==> src/rtl/srt_pkg.sv <==
// shared types and constants of the shortest-remaining-time scheduler
`timescale 1ns / 1ps
`default_nettype none
package srt_pkg;

   localparam logic [1:0]  MODE_CLEAR = 2'd0;
   localparam logic [1:0]  MODE_LOAD  = 2'd1;
   localparam logic [1:0]  MODE_TICK  = 2'd2;

   localparam logic [23:0] TIME_MAX   = 24'hFFFFFF;

   typedef enum logic [1:0] {
      ST_IDLE,
      ST_SCAN,
      ST_DRAIN,
      ST_COMMIT
   } state_type;

   typedef struct packed {
      logic apply;       // clear, load or unused mode taken this cycle
      logic tick_start;  // tick taken, restart the minimum search
      logic scan_rd;     // slot tables read at the scan address
      logic commit;      // run the chosen slot and report
   } ctrl_cmd_type;

endpackage
`default_nettype wire

==> src/rtl/shortest_remaining_time_scheduler_unit.sv <==
// top level of the shortest-remaining-time scheduler
`timescale 1ns / 1ps
`default_nettype none
// A command is taken when start is high and busy is low, and gives exactly one
// result, shown for one cycle with rsp_strobe; the receiver cannot stall it.
// Clear and load results appear in the cycle after the transfer and busy stays
// low, so such commands may follow every cycle. A tick walks the slot tables
// one entry per cycle through their single read port to find the job with least
// remaining time, then passes through a drain state for the last read and a
// commit state; no new command is taken while it runs, and busy drops in the
// cycle in which its result appears, so the next transfer can be taken in that
// same cycle. Loads to slot numbers at or above SLOTS are ignored.
module shortest_remaining_time_scheduler_unit #(
   parameter int SLOTS = 16
) (
   input  wire logic         clock,
   input  wire logic         reset,
   input  wire logic         start,
   output logic              busy,
   input  wire logic [1:0]   req_mode,
   input  wire logic [3:0]   req_slot,
   input  wire logic [15:0]  req_arrival,
   input  wire logic [15:0]  req_burst,
   output logic              rsp_strobe,
   output logic [3:0]        rsp_running_slot,
   output logic              rsp_idle,
   output logic              rsp_finished,
   output logic [23:0]       rsp_turnaround,
   output logic [23:0]       rsp_waiting,
   output logic [23:0]       rsp_now,
   output logic              rsp_all_done
);
   import srt_pkg::*;

   localparam int IDX_W = $clog2(SLOTS);

   ctrl_cmd_type       cmd;
   logic [IDX_W-1:0]   rd_addr;

   srt_ctrl #(
      .SLOTS (SLOTS),
      .IDX_W (IDX_W)
   ) u_ctrl (
      .clock    (clock),
      .reset    (reset),
      .start    (start),
      .req_mode (req_mode),
      .busy     (busy),
      .cmd      (cmd),
      .rd_addr  (rd_addr)
   );

   srt_dpath #(
      .SLOTS (SLOTS),
      .IDX_W (IDX_W)
   ) u_dpath (
      .clock            (clock),
      .reset            (reset),
      .cmd              (cmd),
      .rd_addr          (rd_addr),
      .req_mode         (req_mode),
      .req_slot         (req_slot),
      .req_arrival      (req_arrival),
      .req_burst        (req_burst),
      .rsp_strobe       (rsp_strobe),
      .rsp_running_slot (rsp_running_slot),
      .rsp_idle         (rsp_idle),
      .rsp_finished     (rsp_finished),
      .rsp_turnaround   (rsp_turnaround),
      .rsp_waiting      (rsp_waiting),
      .rsp_now          (rsp_now),
      .rsp_all_done     (rsp_all_done)
   );

endmodule
`default_nettype wire

==> src/rtl/srt_ctrl.sv <==
// controller: sequences the slot scan and the commit of a tick
`timescale 1ns / 1ps
`default_nettype none
module srt_ctrl #(
   parameter int SLOTS = 16,
   parameter int IDX_W = 4
) (
   input  wire logic                 clock,
   input  wire logic                 reset,
   input  wire logic                 start,
   input  wire logic [1:0]           req_mode,
   output logic                      busy,
   output srt_pkg::ctrl_cmd_type     cmd,
   output logic [IDX_W-1:0]          rd_addr
);
   import srt_pkg::*;

   state_type          state_ff, state_in;
   logic [IDX_W-1:0]   cnt_ff, cnt_in;

   always_ff @(posedge clock) begin
      if (reset) begin
         state_ff <= ST_IDLE;
         cnt_ff   <= '0;
      end else begin
         state_ff <= state_in;
         cnt_ff   <= cnt_in;
      end
   end

   always_comb begin
      state_in = state_ff;
      cnt_in   = cnt_ff;
      cmd      = '0;
      case (state_ff)
         ST_IDLE: begin
            if (start) begin
               if (req_mode == MODE_TICK) begin
                  cmd.tick_start = 1'b1;
                  cnt_in         = '0;
                  state_in       = ST_SCAN;
               end else begin
                  cmd.apply = 1'b1;
               end
            end
         end
         ST_SCAN: begin
            cmd.scan_rd = 1'b1;
            cnt_in      = cnt_ff + 1'b1;
            if (cnt_ff == IDX_W'(SLOTS - 1)) begin
               state_in = ST_DRAIN;
            end
         end
         ST_DRAIN: begin
            // last read entry is compared this cycle
            state_in = ST_COMMIT;
         end
         ST_COMMIT: begin
            cmd.commit = 1'b1;
            state_in   = ST_IDLE;
         end
         default: begin
            state_in = ST_IDLE;
         end
      endcase
   end

   assign busy    = (state_ff != ST_IDLE);
   assign rd_addr = cnt_ff;

endmodule
`default_nettype wire

==> src/rtl/srt_dpath.sv <==
// datapath: slot tables, pending bits, time, minimum search and result registers
`timescale 1ns / 1ps
`default_nettype none
module srt_dpath #(
   parameter int SLOTS = 16,
   parameter int IDX_W = 4
) (
   input  wire logic                  clock,
   input  wire logic                  reset,
   input  srt_pkg::ctrl_cmd_type      cmd,
   input  wire logic [IDX_W-1:0]      rd_addr,
   input  wire logic [1:0]            req_mode,
   input  wire logic [3:0]            req_slot,
   input  wire logic [15:0]           req_arrival,
   input  wire logic [15:0]           req_burst,
   output logic                       rsp_strobe,
   output logic [3:0]                 rsp_running_slot,
   output logic                       rsp_idle,
   output logic                       rsp_finished,
   output logic [23:0]                rsp_turnaround,
   output logic [23:0]                rsp_waiting,
   output logic [23:0]                rsp_now,
   output logic                       rsp_all_done
);
   import srt_pkg::*;

   // slot tables
   logic [15:0]        arr_mem [SLOTS];
   logic [15:0]        bur_mem [SLOTS];
   logic [15:0]        rem_mem [SLOTS];
   logic [15:0]        rd_arr_ff, rd_bur_ff, rd_rem_ff;

   logic               cmp_vld_ff;
   logic [IDX_W-1:0]   cmp_idx_ff;

   logic               best_found_ff, best_found_in;
   logic [IDX_W-1:0]   best_idx_ff;
   logic [15:0]        best_arr_ff, best_bur_ff, best_rem_ff;

   logic [SLOTS-1:0]   pending_ff, pending_in;
   logic [23:0]        time_ff, time_in;

   logic               strobe_ff;
   logic [3:0]         run_ff;
   logic               idle_ff, fin_ff, done_ff;
   logic [23:0]        tat_ff, wt_ff, now_ff;

   logic [31:0]        slot_ext;
   logic               load_ok, load_we, rem_we;
   logic [IDX_W-1:0]   wr_idx, rem_idx;
   logic [15:0]        rem_wdata, rem_dec;
   logic               cand_ok, better;
   logic               fin;
   logic [23:0]        time_inc, arr_ext, bur_ext, tat_raw, tat, wt;
   logic [31:0]        sel_ext;

   assign slot_ext = {28'd0, req_slot};
   assign load_ok  = (slot_ext < 32'(SLOTS));
   assign wr_idx   = slot_ext[IDX_W-1:0];
   assign load_we  = cmd.apply && (req_mode == MODE_LOAD) && load_ok;

   assign rem_dec   = best_rem_ff - 16'd1;
   assign rem_we    = load_we || (cmd.commit && best_found_ff);
   assign rem_idx   = load_we ? wr_idx : best_idx_ff;
   assign rem_wdata = load_we ? req_burst : rem_dec;

   always_ff @(posedge clock) begin
      if (load_we) begin
         arr_mem[wr_idx] <= req_arrival;
         bur_mem[wr_idx] <= req_burst;
      end
      if (rem_we) begin
         rem_mem[rem_idx] <= rem_wdata;
      end
      rd_arr_ff <= arr_mem[rd_addr];
      rd_bur_ff <= bur_mem[rd_addr];
      rd_rem_ff <= rem_mem[rd_addr];
   end

   // one entry compared per cycle, strict compare keeps the lower slot on full ties
   assign cand_ok = cmp_vld_ff && pending_ff[cmp_idx_ff]
                    && ({8'd0, rd_arr_ff} <= time_ff);
   assign better  = !best_found_ff || (rd_rem_ff < best_rem_ff)
                    || ((rd_rem_ff == best_rem_ff) && (rd_arr_ff < best_arr_ff));

   always_comb begin
      best_found_in = best_found_ff;
      if (cmd.tick_start) begin
         best_found_in = 1'b0;
      end else if (cand_ok && better) begin
         best_found_in = 1'b1;
      end
   end

   always_ff @(posedge clock) begin
      if (reset) begin
         cmp_vld_ff    <= 1'b0;
         best_found_ff <= 1'b0;
      end else begin
         cmp_vld_ff    <= cmd.scan_rd;
         best_found_ff <= best_found_in;
      end
   end

   always_ff @(posedge clock) begin
      cmp_idx_ff <= rd_addr;
      if (cand_ok && better) begin
         best_idx_ff <= cmp_idx_ff;
         best_arr_ff <= rd_arr_ff;
         best_bur_ff <= rd_bur_ff;
         best_rem_ff <= rd_rem_ff;
      end
   end

   // commit arithmetic
   assign time_inc = (time_ff == TIME_MAX) ? time_ff : time_ff + 24'd1;
   assign arr_ext  = {8'd0, best_arr_ff};
   assign bur_ext  = {8'd0, best_bur_ff};
   assign tat_raw  = time_inc - arr_ext;
   assign tat      = (time_inc >= arr_ext) ? tat_raw : 24'd0;
   assign wt       = (tat >= bur_ext) ? tat - bur_ext : 24'd0;
   assign fin      = best_found_ff && (rem_dec == 16'd0);
   assign sel_ext  = 32'(best_idx_ff);

   always_comb begin
      pending_in = pending_ff;
      time_in    = time_ff;
      if (cmd.apply) begin
         if (req_mode == MODE_CLEAR) begin
            pending_in = '0;
            time_in    = '0;
         end else if (load_we) begin
            // zero burst counts as already done
            pending_in[wr_idx] = (req_burst != 16'd0);
         end
      end else if (cmd.commit) begin
         time_in = time_inc;
         if (fin) begin
            pending_in[best_idx_ff] = 1'b0;
         end
      end
   end

   always_ff @(posedge clock) begin
      if (reset) begin
         pending_ff <= '0;
         time_ff    <= '0;
         strobe_ff  <= 1'b0;
      end else begin
         pending_ff <= pending_in;
         time_ff    <= time_in;
         strobe_ff  <= cmd.apply || cmd.commit;
      end
   end

   always_ff @(posedge clock) begin
      if (cmd.apply || cmd.commit) begin
         now_ff  <= time_in;
         done_ff <= ~|pending_in;
         if (cmd.commit && best_found_ff) begin
            run_ff  <= sel_ext[3:0];
            idle_ff <= 1'b0;
            fin_ff  <= fin;
            tat_ff  <= fin ? tat : 24'd0;
            wt_ff   <= fin ? wt : 24'd0;
         end else begin
            run_ff  <= 4'd0;
            idle_ff <= 1'b1;
            fin_ff  <= 1'b0;
            tat_ff  <= 24'd0;
            wt_ff   <= 24'd0;
         end
      end
   end

   assign rsp_strobe       = strobe_ff;
   assign rsp_running_slot = run_ff;
   assign rsp_idle         = idle_ff;
   assign rsp_finished     = fin_ff;
   assign rsp_turnaround   = tat_ff;
   assign rsp_waiting      = wt_ff;
   assign rsp_now          = now_ff;
   assign rsp_all_done     = done_ff;

endmodule
`default_nettype wire

==> config.mk <==
export PLATFORM = sky130hd
export DESIGN_NAME = shortest_remaining_time_scheduler_unit
export DESIGN_NICKNAME = d
export VERILOG_FILES = /design/src/rtl/srt_pkg.sv /design/src/rtl/shortest_remaining_time_scheduler_unit.sv /design/src/rtl/srt_ctrl.sv /design/src/rtl/srt_dpath.sv
export SDC_FILE = /design/constraint.sdc
export NUM_CORES = 1
export LEC_CHECK = 0
export ABC_AREA = 1
export BUFFER_PORTS_ARGS = -buffer_cell sky130_fd_sc_hd__buf_4
export CELL_PAD_IN_SITES_DETAIL_PLACEMENT = 1
export CELL_PAD_IN_SITES_GLOBAL_PLACEMENT = 2
export CORE_MARGIN = 5
export CORE_UTILIZATION = 35
export DETAILED_ROUTE_END_ITERATION = 8
export HOLD_SLACK_MARGIN = 0.03
export PLACE_DENSITY = 0.72
export RECOVER_POWER = 50
export SLEW_MARGIN = 25
export SYNTH_ARGS = -nofsm -noshare
export SYNTH_HDL_FRONTEND = slang
export SYNTH_SLANG_ARGS = --single-unit
==> constraint.sdc <==
create_clock -name clock -period 9.2 [get_ports clock]
set_input_delay 1.38 -clock clock [delete_from_list [all_inputs] [get_ports clock]]
set_output_delay 1.38 -clock clock [all_outputs]
set_load 0.03 [all_outputs]
* After elaboration in Yosys (flattened, before gate mapping) *
Memories as Yosys holds them, arrays and structs flattened. A register that Yosys moved wholly into a read port is not among the register bits.
Cells that the tools add are included.

storage, ports and cells
  bits in registers = 184
  memory bits (writable) = 768
  input port bits = 41
  output and inout bits = 81
  memories = 3

memories
  memory           depth  bits a word  read ports  clocked after memory_dff  write ports  RTL line         source
  u_dpath.arr_mem  16     16           1           1                         1            srt_dpath.sv:28  logic [15:0] arr_mem [SLOTS];
  u_dpath.bur_mem  16     16           1           1                         1            srt_dpath.sv:29  logic [15:0] bur_mem [SLOTS];
  u_dpath.rem_mem  16     16           1           1                         1            srt_dpath.sv:30  logic [15:0] rem_mem [SLOTS];

operators by class
  add/subtract/negate cells = 5
  order comparisons = 11
  equal/unequal tests = 11
  muxes and demuxes = 37
  bitwise gates (word level) = 2
  reduce and logical (&&, ||, !) cells = 28

operators with widths
  kind                                                                                 number
  24-bit 2-to-1 mux                                                                    5
  16-bit 2-to-1 mux                                                                    6
  24-bit by 16-bit greater-or-equal comparator with 1-bit output                       2
  24-bit by 16-bit subtractor with 24-bit output                                       2
  16-bit < comparator                                                                  2
  24-bit by 1-bit adder with 24-bit output, second input constant                      1
  24-bit equality test, second input constant                                          1
  16-bit by 24-bit <= comparator with 1-bit output                                     1
  4-bit by 5-bit < comparator with 1-bit output, second input constant                 4
  16-bit bitwise AND                                                                   1
  16-bit bitwise mux                                                                   1
  16-bit equality test                                                                 1
  16-bit zero test                                                                     1
  16-bit NOT                                                                           1
  16-bit nonzero test                                                                  1
  16-bit OR reduction                                                                  1
  16-bit by 1-bit subtractor with 16-bit output, second input constant                 1
  1-bit 2-to-1 mux                                                                     12
  4-bit 2-to-1 mux                                                                     3
  1-bit logical AND                                                                    10
  2-bit 2-to-1 mux                                                                     5
  3-bit AND reduction                                                                  3
  1-bit demux with 4-bit select                                                        2
  4-bit by 1-bit greater-or-equal comparator with 1-bit output, second input constant  2
  15 further kinds                                                                     25

* Longest topological paths before layout *
  word-level depth = 11
  mapped depth = 41

* Modules after synthesis *
A second synthesis with hierarchy kept.

second synthesis, totals
  cell total of the unflattened synthesis = 3632
  area, all modules = 43391.6 um^2

by module, submodules not included
  module     times used  cells an instance  area an instance (um^2)
  srt_dpath  1           3575               43001.2
  srt_ctrl   1           57                 390.4

* Worst setup path after synthesis *
Ideal clock, no wire load.

  path type = register to register
  from = register u_dpath.time_ff[0]
  to = register u_dpath.wt_ff[5], in the netlist u_dpath.rsp_waiting[5] (data pin)
  arrival time = 5369 ps
  data required time = 8944 ps
  slack = 3574 ps
  stages on the path, launching flop included = 42
  period minus slack after synthesis = 5626 ps
  path through = dfxtp_1 > ha_1 > inv_1 > nor2_4 > nand2_4 > nor2_4 > nand2_2 > inv_1 > or2_2 > nand2_1 > inv_1 > ha_1 > fa_1 > inv_1 > nand2_1 > nand3_1 > nand2_1 > nand2_1 > [6 not listed] > buf_2 > nor2_1 > ha_1 > nand2_1 > inv_1 > nor3_1 > o21ai_0 > a21boi_0 > o21ai_0 > nand2_1 > nand2_1 > nor2_1 > nand2_1 > nor2_1 > nand3_2 > nand2_4 > buf_8 > nor2_2

on the way
  cells in the longest elaborated chain, start to end = 6
  elaborated cells on any way between the ends = 9
  classes of those cells = add/sub (3); order compare (2); eq/ne (1); mux (2); reduce/logical (1)

ends and longest elaborated chain
  item                                                                                                                              RTL line                            source
  from (decl)                                                                                                                       srt_dpath.sv:41                     logic [23:0] time_ff, time_in;
  from (signal assigned)                                                                                                            srt_dpath.sv:151                    time_ff <= time_in;
  24-bit by 1-bit adder with 24-bit output or 24-bit equality test (tied branches)                                                  srt_dpath.sv:116                    assign time_inc = (time_ff == TIME_MAX) ? time_ff : time_ff + 24'd1;
  24-bit 2-to-1 mux *                                                                                                               srt_dpath.sv:116
  24-bit by 16-bit subtractor with 24-bit output or 24-bit by 16-bit greater-or-equal comparator with 1-bit output (tied branches)  srt_dpath.sv:119, srt_dpath.sv:120
  24-bit 2-to-1 mux *                                                                                                               srt_dpath.sv:120                    assign tat = (time_inc >= arr_ext) ? tat_raw : 24'd0;
  named net u_dpath.tat[3]                                                                                                          srt_dpath.sv:54                     logic [23:0] time_inc, arr_ext, bur_ext, tat_raw, tat, wt;
  24-bit by 16-bit greater-or-equal comparator with 1-bit output                                                                    srt_dpath.sv:121                    assign wt = (tat >= bur_ext) ? tat - bur_ext : 24'd0;
  3-bit AND reduction (no line)                                                                                                     n/a
  to (signal assigned)                                                                                                              srt_dpath.sv:165                    wt_ff <= fin ? wt : 24'd0;
  to (decl)                                                                                                                         srt_dpath.sv:46                     logic [23:0] tat_ff, wt_ff, now_ff;

The timed path passes the listed nets; every way through them passes the cells marked *.
A chain may end at the register's enable or synchronous reset.

==> results.yml <==
clock_tree:
  clk_pin_slew_ns: 0.06
  cts_resized: 0
  clock_sinks: 1000
  clockBufferDepth: 3
  clkLatencyLatePin_ns: 0.73
  root_buffer: "clkbuf_16"
  tritoncts: "done"
  h-tree-depth: 3
  holdBufCountCts: 0
  cts_made_buffers: 105
  cts_setup_buffers: 0
sta:
  whs_ns: 0.406
  fmax_ghz: 0.138
  fin_ws_ns: 1.96
  period_needed_ns: 7.24
  maxSlewHeadroom_pct: -145
  period_share_pct: 78.7
  worst_slew_pin_slew_ns: 3.67
  totalNegativeSetupSlack_ns: 0
  slew_viol_final: 547
  final-setup-viol-count: 0
  skew_ns: 0.0458
  rsz0062_at_grt: "no"
  finalHoldViolCount: 0
yosys:
  synth_top_area_cell: "edfxtp_1"
  ys_seq_elements: 1000
  synth_area_um2: 42600
  synth_most_common_cell: "edfxtp_1"
  yosysSeqAreaShare_pct: 68.2
  synthTopCellsByCount: "edfxtp_1 (899), nor2_1 (643), nand2_1 (435), o21ai_0 (254), inv_1 (225)"
  synthCells: 3605
  synth_edf_count: 899
  synth_nets: 3735
  syn_area_per_cell_um2: 11.8
  async_flop_share_pct: 0
  ys.warnings.count: 0
  ys_top_cells_by_area: "edfxtp_1 (63%), nor2_1 (5.7%), dfxtp_1 (4.8%), nand2_1 (3.8%), o21ai_0 (3.0%)"
  synthFlopType: "edfxtp_1"
  synth.distinct_cells: 49
  synth_top_area_share_pct: 63.4
hold_path:
  hold_path_class: "register to register"
pwr:
  power_density_nw_per_um2: 225
  total_power_uw: 10900
  vdd_drop_max_mv: 0.137
  p_leak_uw: 0.0164
global_routing:
  first_global_vias: 28900
  grt_max_degree: 199
  grt_pass1_wl_um: 185000
  grtUsageTotal_pct: 19.1
  grt_remaining_overflow: 0
  antenna_found_initial: 18
critical_path:
  slowest_stage: "clkbuf_1"
  path_cells: "clkbuf_1 > buf_12 > mux2i_1 > o221ai_1 > o211ai_1 > nand3_1"
  cp_slowest_stage_delay_ns: 2.66
  worstPathMaxFanout: 194
  critPathKind: "register to register"
  critical_path_arrival_ns: 7.75
  critPathLaunchType: "register"
  end_kind: "register"
  worst_ep_required_time_ns: 9.71
placed_design:
  hpwlAfterDp_um: 74500
  dpl-instance-area_um2: 45400
  dp_slack_ns: 2.30
  port_buffers: 121
  gp_congestion: 0.810
route:
  drc_errors: 0
  dr.pass1.iters: 5
  wire_per_inst_um: 23.0
  vias: 28400
  routed_wl_um: 125000
  via_per_inst: 5.22
  drt_iter0_markers: 2277
  drtAntennaViolNets: 0
die:
  ios: 122
  rows: 128
  die_area_um2: 129000
  start_util_pct: 35.1
  die_w_um: 359
  dieHeight_um: 359
  core_um2: 121000
final_layout:
  layout-drive-gt1-share_pct: 7.71
  final_area_um2: 48300
  area_growth_pct: 13.5
  nets: 3843
run_status:
  violations: "capacitance limit, slew limit"
  outcome: "finished, violations left"
flow_run:
  max-cap-violations: 13
[critical path, delay by kind of cell, from the launching register on]
| kind | cells | cell delay [ns] |
|---|---|---|
| buffers and inverters | 2 | 3.31 |
| flip-flops | 1 | 2.40 |
| AO/OA/AOI/OAI | 2 | 0.59 |
| multiplexers | 1 | 0.32 |
| AND/OR/NAND/NOR | 1 | 0.29 |
[logic make-up (layout without fill, tap and decap cells)]
| family | Yosys count | count (layout) | share of synthesized area (%) |
|---|---|---|---|
| AO/OA/AOI/OAI | 627 | 627 | 9.40 |
| other | 0 | 8 | 0 |
| buffers and inverters | 400 | 596 | 3.62 |
| AND/OR/NAND/NOR | 1360 | 1360 | 13.3 |
| multiplexers | 78 | 78 | 1.83 |
| flip-flops | 1000 | 1000 | 68.2 |
| XOR/XNOR | 51 | 51 | 1.05 |
| adder cells (fa/ha/maj) | 89 | 89 | 2.65 |
[final timing paths]
kind	start	to	slack (ns)	cells past startpoint
worst max-delay path	u_ctrl.rd_addr[0]	u_dpath.rd_bur_ff[5]	1.96	6
worst max register to register	u_ctrl.rd_addr[0]	u_dpath.rd_bur_ff[5]	1.96	6
worst min-delay path	u_dpath.rd_bur_ff[9]	u_dpath.best_bur_ff[9]	0.41	0
worst min register to register	u_dpath.rd_bur_ff[9]	u_dpath.best_bur_ff[9]	0.41	0
[placed cells by master, fill, tap and decap left out, types with 78 or more instances in the layout]
master | netlist | final
a21oi_1 | 123 | 123
clkbuf_1 | 145 | 164
clkbuf_16 | 0 | 105
dfxtp_1 | 101 | 100
edfxtp_1 | 899 | 899
ha_1 | 87 | 87
inv_1 | 225 | 213
mux2i_1 | 78 | 78
nand2_1 | 435 | 435
nand3_1 | 158 | 158
nor2_1 | 643 | 617
o21ai_0 | 254 | 254
o221ai_1 | 79 | 79
o32ai_1 | 114 | 114
[area by class of cell]
| class | instances | area, µm² |
|---|---|---|
| clock buffers | 148 | 2890 |
| inverters | 227 | 860 |
| clock inverters | 47 | 489 |
| flip-flops and latches | 1000 | 29000 |
| multi-input cells | 2205 | 12100 |
| well taps | 1625 | 2030 |
| diodes | 8 | 20.0 |
| repair buffers | 174 | 852 |
| fillers | 13000 | 72900 |
[layer usage]
| layer | global-route usage [%] | vias to the layer above | wire [µm] |
|---|---|---|---|
| met1 | 25.7 | 14400 | 55800 |
| met3 | 3.12 | 177 | 6210 |
| met2 | 31.7 | 564 | 59400 |
| met5 | 0 | - | 78 |
| li1 | - | 13200 | - |
| met4 | 6.27 | 12 | 3350 |
[power by group]
group	internal (µW)	switching, µW
Combinational	369	1050
Sequential	5190	121
Clock	2360	1790
Total	7930	2960
[registers in the layout (all words and copies together) (netlist names), 2 cells and up]
name,count
u_ctrl.rd_addr,4
u_ctrl.state_ff,2
u_dpath.arr_mem,256
u_dpath.best_arr_ff,16
u_dpath.best_bur_ff,16
u_dpath.best_idx_ff,4
u_dpath.best_rem_ff,16
u_dpath.bur_mem,256
u_dpath.cmp_idx_ff,4
u_dpath.pending_ff,16
u_dpath.rd_arr_ff,16
u_dpath.rd_bur_ff,16
u_dpath.rd_rem_ff,16
u_dpath.rem_mem,256
u_dpath.rsp_now,24
u_dpath.rsp_running_slot,4
u_dpath.rsp_turnaround,24
u_dpath.rsp_waiting,24
u_dpath.time_ff,24
[metrics by stage]
step	util, %	cells
finish	39.8	5434
floorplan	-	3605
CTS	40.2	5426
global placement	37.5	5231
global route	39.8	5430
detailed placement	37.5	5231
Power figures use the tool's default switching activity.
